===== config.mk =====
export PLATFORM = sky130hd
export DESIGN_NAME = line_editor_with_word_erase
export DESIGN_NICKNAME = d
export VERILOG_FILES = /design/src/lewe_pkg.sv /design/src/lewe_store.sv /design/src/line_editor_with_word_erase.sv
export SDC_FILE = /design/constraint.sdc
export NUM_CORES = 1
export LEC_CHECK = 0
export BUFFER_PORTS_ARGS = -buffer_cell sky130_fd_sc_hd__clkbuf_2
export CORE_AREA = 2 2 218 220
export DETAILED_ROUTE_END_ITERATION = 7
export DIE_AREA = 0 0 220 222
export GPL_ROUTABILITY_DRIVEN = 0
export HOLD_SLACK_MARGIN = 0.05
export SLEW_MARGIN = 5
export SYNTH_ARGS = -nofsm -noshare
export SYNTH_HDL_FRONTEND = slang
export SYNTH_SLANG_ARGS = --single-unit
export TNS_END_PERCENT = 5

===== constraint.sdc =====
create_clock -name clk -period 4.35 [get_ports clk]
set_clock_uncertainty 0.1 [all_clocks]
set_input_delay 0.435 -clock clk [delete_from_list [all_inputs] [get_ports clk]]
set_output_delay 0.435 -clock clk [all_outputs]
set_load 0.05 [all_outputs]

===== src/lewe_pkg.sv =====
// ----------------------------------------------------------------------------
// Line editor package
// Shared constants and types for the line editor with word erase.
// ----------------------------------------------------------------------------
package lewe_pkg;

  localparam int LINE_DEPTH_DEFAULT = 64;

  localparam logic [6:0] WIDTH_RESET = 7'd40;

  localparam logic [7:0] KEY_EOF    = 8'd4;
  localparam logic [7:0] KEY_KILL   = 8'd21;
  localparam logic [7:0] KEY_WERASE = 8'd23;
  localparam logic [7:0] KEY_ERASE  = 8'd127;
  localparam logic [7:0] PRINT_LOW  = 8'd32;
  localparam logic [7:0] PRINT_HIGH = 8'd126;
  localparam logic [6:0] SPACE_CHAR = 7'd32;

  localparam logic [2:0] ACT_ECHO    = 3'd0;
  localparam logic [2:0] ACT_NL_ECHO = 3'd1;
  localparam logic [2:0] ACT_ERASE   = 3'd2;
  localparam logic [2:0] ACT_BELL    = 3'd3;
  localparam logic [2:0] ACT_EOF     = 3'd4;

  typedef enum logic {
    ST_IDLE,
    ST_SCAN
  } state_t;

endpackage


===== src/lewe_store.sv =====
// ----------------------------------------------------------------------------
// Line store
// Single-port-write, single-port-read memory holding the edit line, with a
// registered read.
// ----------------------------------------------------------------------------
module lewe_store #(
  parameter int DEPTH = lewe_pkg::LINE_DEPTH_DEFAULT,
  parameter int AW    = $clog2(DEPTH)
) (
  input  logic          clk,
  input  logic          wr_en,
  input  logic [AW-1:0] wr_addr,
  input  logic [6:0]    wr_data,
  input  logic [AW-1:0] rd_addr,
  output logic [6:0]    rd_data
);

  logic [6:0] mem [DEPTH];

  always_ff @(posedge clk) begin
    if (wr_en) begin
      mem[wr_addr] <= wr_data;
    end
  end

  always_ff @(posedge clk) begin
    rd_data <= mem[rd_addr];
  end

endmodule


===== src/line_editor_with_word_erase.sv =====
// ----------------------------------------------------------------------------
// Line editor with word erase
// Keeps an edit line of keyboard characters and reports one action for
// each received byte.
//
// Input transactions carry key_byte on key_valid; the block drives
// key_stall. Each accepted byte yields exactly one result transaction on
// res_valid with action, echo_char, erase_count and line_length; the
// receiver drives res_stall. The line width register is written through
// cfg_wen and cfg_wdata; the user must do so only while the block is idle,
// which the block does not enforce. Printable bytes, erase, kill, end of
// input and bell codes give their result in the cycle after acceptance.
// A word erase walks back through the line store one character per cycle
// through its single read port and stops at a space in front of the word
// or at the start of the line. The next byte is accepted once the previous
// result is in the output register and is being taken or has been taken.
// While the receiver stalls, the result is held and no new byte is taken.
// Reset clears the line, sets the width to 40 and empties the output
// register; the store contents need no clearing.
// ----------------------------------------------------------------------------
module line_editor_with_word_erase #(
  parameter int LINE_DEPTH = lewe_pkg::LINE_DEPTH_DEFAULT
) (
  input  logic       clk,
  input  logic       rst,
  input  logic       cfg_wen,
  input  logic [6:0] cfg_wdata,
  input  logic       key_valid,
  output logic       key_stall,
  input  logic [7:0] key_byte,
  output logic       res_valid,
  input  logic       res_stall,
  output logic [2:0] action,
  output logic [6:0] echo_char,
  output logic [6:0] erase_count,
  output logic [6:0] line_length
);

  localparam int AW = $clog2(LINE_DEPTH);
  localparam int FW = $clog2(LINE_DEPTH + 1);

  lewe_pkg::state_t state, state_next;

  logic [FW-1:0] fill, fill_next;
  logic [FW-1:0] cnt, cnt_next;
  logic          word_phase, word_phase_next;
  logic [6:0]    width;

  logic          load_out;
  logic [2:0]    action_next;
  logic [6:0]    echo_next;
  logic [FW-1:0] erase_next;

  logic          wr_en;
  logic [AW-1:0] wr_addr;
  logic [AW-1:0] rd_addr;
  logic [6:0]    rd_data;

  logic          accept;
  logic          is_print;
  logic          room;
  logic [6:0]    width_min;
  logic          scan_dec;
  logic          scan_done;

  lewe_store #(
    .DEPTH (LINE_DEPTH),
    .AW    (AW)
  ) u_store (
    .clk     (clk),
    .wr_en   (wr_en),
    .wr_addr (wr_addr),
    .wr_data (key_byte[6:0]),
    .rd_addr (rd_addr),
    .rd_data (rd_data)
  );

  assign key_stall = !((state == lewe_pkg::ST_IDLE) && (!res_valid || !res_stall));
  assign accept    = key_valid && !key_stall;
  assign is_print  = (key_byte >= lewe_pkg::PRINT_LOW) && (key_byte <= lewe_pkg::PRINT_HIGH);
  assign width_min = (width == 7'd0) ? 7'd1 : width;
  assign room      = (32'(fill) < 32'(width_min)) && (32'(fill) < LINE_DEPTH);

  // During the scan the registered read data is the character at fill - 1.
  assign scan_dec  = !word_phase || (rd_data != lewe_pkg::SPACE_CHAR);
  assign scan_done = !scan_dec || (fill == FW'(1));

  // The read address looks one character further back when this cycle
  // removes one, so the scan never waits on the memory.
  assign rd_addr = AW'(fill - FW'(1) - FW'(scan_dec && (state == lewe_pkg::ST_SCAN)));

  always_comb begin
    state_next = state;
    unique case (state)
      lewe_pkg::ST_IDLE: begin
        if (accept && (key_byte == lewe_pkg::KEY_WERASE) && (fill != '0)) begin
          state_next = lewe_pkg::ST_SCAN;
        end
      end
      lewe_pkg::ST_SCAN: begin
        if (scan_done) begin
          state_next = lewe_pkg::ST_IDLE;
        end
      end
      default: state_next = lewe_pkg::ST_IDLE;
    endcase
  end

  always_comb begin
    fill_next       = fill;
    cnt_next        = cnt;
    word_phase_next = word_phase;
    load_out        = 1'b0;
    action_next     = lewe_pkg::ACT_BELL;
    echo_next       = 7'd0;
    erase_next      = '0;
    wr_en           = 1'b0;
    wr_addr         = AW'(fill);
    unique case (state)
      lewe_pkg::ST_IDLE: begin
        if (accept) begin
          load_out = 1'b1;
          if ((key_byte == lewe_pkg::KEY_EOF) && (fill == '0)) begin
            action_next = lewe_pkg::ACT_EOF;
          end else if (is_print) begin
            wr_en     = 1'b1;
            echo_next = key_byte[6:0];
            if (room) begin
              action_next = lewe_pkg::ACT_ECHO;
              fill_next   = fill + FW'(1);
            end else begin
              action_next = lewe_pkg::ACT_NL_ECHO;
              wr_addr     = '0;
              fill_next   = FW'(1);
            end
          end else if (key_byte == lewe_pkg::KEY_ERASE) begin
            if (fill != '0) begin
              action_next = lewe_pkg::ACT_ERASE;
              erase_next  = FW'(1);
              fill_next   = fill - FW'(1);
            end
          end else if (key_byte == lewe_pkg::KEY_KILL) begin
            action_next = lewe_pkg::ACT_ERASE;
            erase_next  = fill;
            fill_next   = '0;
          end else if (key_byte == lewe_pkg::KEY_WERASE) begin
            action_next = lewe_pkg::ACT_ERASE;
            if (fill != '0) begin
              load_out        = 1'b0;
              cnt_next        = '0;
              word_phase_next = 1'b0;
            end
          end
        end
      end
      lewe_pkg::ST_SCAN: begin
        if (scan_dec) begin
          fill_next = fill - FW'(1);
          cnt_next  = cnt + FW'(1);
        end
        word_phase_next = word_phase || (rd_data != lewe_pkg::SPACE_CHAR);
        if (scan_done) begin
          load_out    = 1'b1;
          action_next = lewe_pkg::ACT_ERASE;
          erase_next  = cnt + FW'(scan_dec);
        end
      end
      default: begin
      end
    endcase
  end

  always_ff @(posedge clk) begin
    if (rst) begin
      state     <= lewe_pkg::ST_IDLE;
      fill      <= '0;
      width     <= lewe_pkg::WIDTH_RESET;
      res_valid <= 1'b0;
    end else begin
      state <= state_next;
      fill  <= fill_next;
      if (cfg_wen) begin
        width <= cfg_wdata;
      end
      if (load_out) begin
        res_valid <= 1'b1;
      end else if (!res_stall) begin
        res_valid <= 1'b0;
      end
    end
  end

  always_ff @(posedge clk) begin
    cnt        <= cnt_next;
    word_phase <= word_phase_next;
    if (load_out) begin
      action      <= action_next;
      echo_char   <= echo_next;
      erase_count <= 7'(erase_next);
      line_length <= 7'(fill_next);
    end
  end

endmodule


==> impl_metrics.env <==
export IMPL_status="complete, no violations"
export IMPL_power_frac_comb=0.071
export IMPL_finalSetupViolCount=0
export IMPL_cts_htree_levels=2
export IMPL_worstPathMaxFanout=14
export IMPL_firstDrtPassIters=5
export IMPL_swShare=0.2165
export IMPL_insertion_delay_ns=0.58
export IMPL_layout_common_cells="edfxtp_1, mux4_2, nor2_1"
export IMPL_clkTransAtPathRegs_ns=0.07
export IMPL_yosys_warnings=0
export IMPL_initial_core_util=0.4494
export IMPL_p_leak_uw=0.007696
export IMPL_netlist_area_um2=20790
export IMPL_root_buffer="clkbuf_16"
export IMPL_timing_worst_setup_path_type="reg2reg"
export IMPL_place_hpwl_um=30220
export IMPL_p_int_uw=8116
export IMPL_grt_max_degree=70
export IMPL_relSlewSlack=0.1680
export IMPL_synth_edff_count=480
export IMPL_design_area_um2=23890
export IMPL_ir_drop_uv=351.2
export IMPL_numClockSinks=503
export IMPL_start_kind="register"
export IMPL_period_share=0.9033
export IMPL_drv_slew=0
export IMPL_clockPowerShare=0.412
export IMPL_die_area_um2=48840
export IMPL_layout_drive_gt1_share=0.2560
export IMPL_power_switching_uw=2242
export IMPL_multi_input_area_um2=5572
export IMPL_totalPowerFinal_uw=10360
export IMPL_ff2ff_setup_slack_ns=0.42
export IMPL_finalHoldViolations=0
export IMPL_grt_pass1_vias=11240
export IMPL_netlist_area_leader_share=0.6933
export IMPL_hold_path_depth=2
export IMPL_yosysTopAreaCell="edfxtp_1"
export IMPL_ys_types=65
export IMPL_worstReg2RegStart="state$_SDFF_PP0_"
export IMPL_crit_start="state$_SDFF_PP0_"
export IMPL_drv_cap=0
export IMPL_syn2layout_area_growth_pct=14.92
export IMPL_wl_per_cell_um=25.23
export IMPL_synth_avg_cell_area_um2=18.30
export IMPL_fin_util=0.5164
export IMPL_max_slew_worst_pin_slew_ns=1.248
export IMPL_n_fill_cell=3800
export IMPL_numCtsBuffers=50
export IMPL_mostFrequentLayoutCell="edfxtp_1"
export IMPL_required_ns=4.73
export IMPL_rsz0062_at_grt="false"
export IMPL_hold_class="in2reg"
export IMPL_fin_tns_setup_ns=0
export IMPL_p_seq_frac=0.517
export IMPL_floorplan_rows=79
export IMPL_ys_seq_area_frac=0.7155
export IMPL_io_pins=46
export IMPL_cts_tree="done"
export IMPL_core_area_um2=46260
export IMPL_chipHeight_um=222
export IMPL_route_detailed_drc=0
export IMPL_vias=10980
export IMPL_grt_pass1_wl_um=72220
export IMPL_end_kind="register"
export IMPL_clock_path_buffers=3
export IMPL_fmax_ghz=0.2545
export IMPL_r2r_cells=11
export IMPL_seqCellArea_um2=14870
export IMPL_gr_total_overflow=0
export IMPL_routed_wirelength_um=48140
export IMPL_chipWidth_um=220
export IMPL_antenna_found_initial=1
export IMPL_worstHoldStart="rst"
export IMPL_syn_num_nets=1170
export IMPL_grtUsageTotal=0.2012
export IMPL_ant_nets=0
export IMPL_syn_inst=1136
export IMPL_viasPerCell=5.755
export IMPL_dpl_cell_area_um2=22200
export IMPL_synthTopCellsByArea="edfxtp_1, mux4_2, mux2i_1"
export IMPL_yosys_register_bits=503
export IMPL_ys_flop_type="edfxtp_1"
export IMPL_io_buffers=45
export IMPL_fin_crit_ns=3.929
export IMPL_n_antenna_cell=0
export IMPL_num_nets_final=1296
export IMPL_worst_ep_arrival_time_ns=4.31
export IMPL_drt_iter0_drc=1051
export IMPL_synthArstFlopShare=0
export IMPL_power_per_cell_area_nw_per_um2=433.6
synth_stat cells (4+ instances only):
cell,instances
edfxtp_1,480
mux4_2,112
nor2_1,84
mux2i_1,73
clkbuf_1,34
nand2_1,30
a21oi_1,26
dfxtp_1,23
inv_1,22
nand3_1,19
buf_2,17
o21ai_0,17
and3_1,14
ha_1,14
mux2_2,13
nor3_1,11
o22ai_1,11
and2_1,9
or3_1,8
xnor2_1,8
a221oi_1,7
nor4_1,7
buf_6,6
a211o_1,5
a21o_1,5
a31oi_1,5
nand4_1,5
o211ai_1,5
xor2_1,5
a211oi_1,4
nand2b_1,4
o21a_1,4
final timing paths:
check                                                   to
worst max-delay path            u_store.rd_data[3]$_DFF_P_
worst min-delay path                 width[2]$_SDFFE_PP0P_
worst max register to register  u_store.rd_data[3]$_DFF_P_
worst min register to register       width[3]$_SDFFE_PP1P_
worst max-delay path: stages (launching register included):
cell and delay [ns]:
dfxtp_1 0.61, inv_1 0.12, a31oi_1 0.32, ha_4 0.23, nand3b_1 0.18, xnor2_1 0.18
a211oi_1 0.37, or2_2 0.42, buf_4 0.37, mux2i_1 0.45, o22ai_1 0.21, a221oi_1 0.26
cells by family (layout without fill, tap and decap cells):
logic type,count (synthesis),in the layout,share of synthesized area
AOI/OAI and AO/OA,115,115,0.03870
xor gates and xnor gates,13,13,0.005477
adders and majority gates,14,14,0.008426
buffers and inverters,82,247,0.01878
DFF,503,503,0.7155
muxes,198,198,0.1635
and+or+nand+nor,211,211,0.04959
stage by stage:
| stage | std cells | setup slack (ns) | hold WS, ns |
|---|---|---|---|
| after CTS | 1908 | 0.5674 | 0.06773 |
| after global routing | 1908 | 0.2543 | 0.09054 |
| after detailed placement | 1809 | 0.5865 | 0.4120 |
| final | 1908 | 0.4206 | 0.09593 |
| after global placement | 1809 | 0.6418 | 0.3938 |
| after floorplan | 1136 | 0.3672 | 0.3616 |
per-layer routing:
layer	track usage	share of wire
met2	0.3166	0.48
met5	0	0
met3	0.04074	0.061
met1	0.2885	0.44
met4	0.05066	0.022
registers in the layout, summed over array words and instances (netlist names):
name             cells
width                7
word_phase           1
echo_char            7
erase_count          7
state                1
line_length          7
action               3
cnt                  7
u_store.mem        448
fill                 7
u_store.rd_data      7
res_valid            1
power groups by stage:
stage	clock (µW)	combinational, µW	sequential [µW]
floorplan	0	419	5490
detailed placement	0	742	5450
CTS	4360	749	5350
global placement	0	736	5450
global route	4530	790	5350
finish	4270	740	5350
final cells by class:
cell class                 count  area share
clock buffer                  58     0.05452
clock inverter                33     0.01304
inverter                      22    0.003457
multi-input combinational    551      0.2332
sequential                   503      0.6226
tap                          607     0.03179
timing repair buffer         134     0.04137
timing repair:
action | CTS | global route
setup buffers | 0 | 0
hold buffers | 8 | 0
gates resized for setup | 0 | 0
hold endpoints to repair | 8 | 0
(Power assumes the default switching activity.)
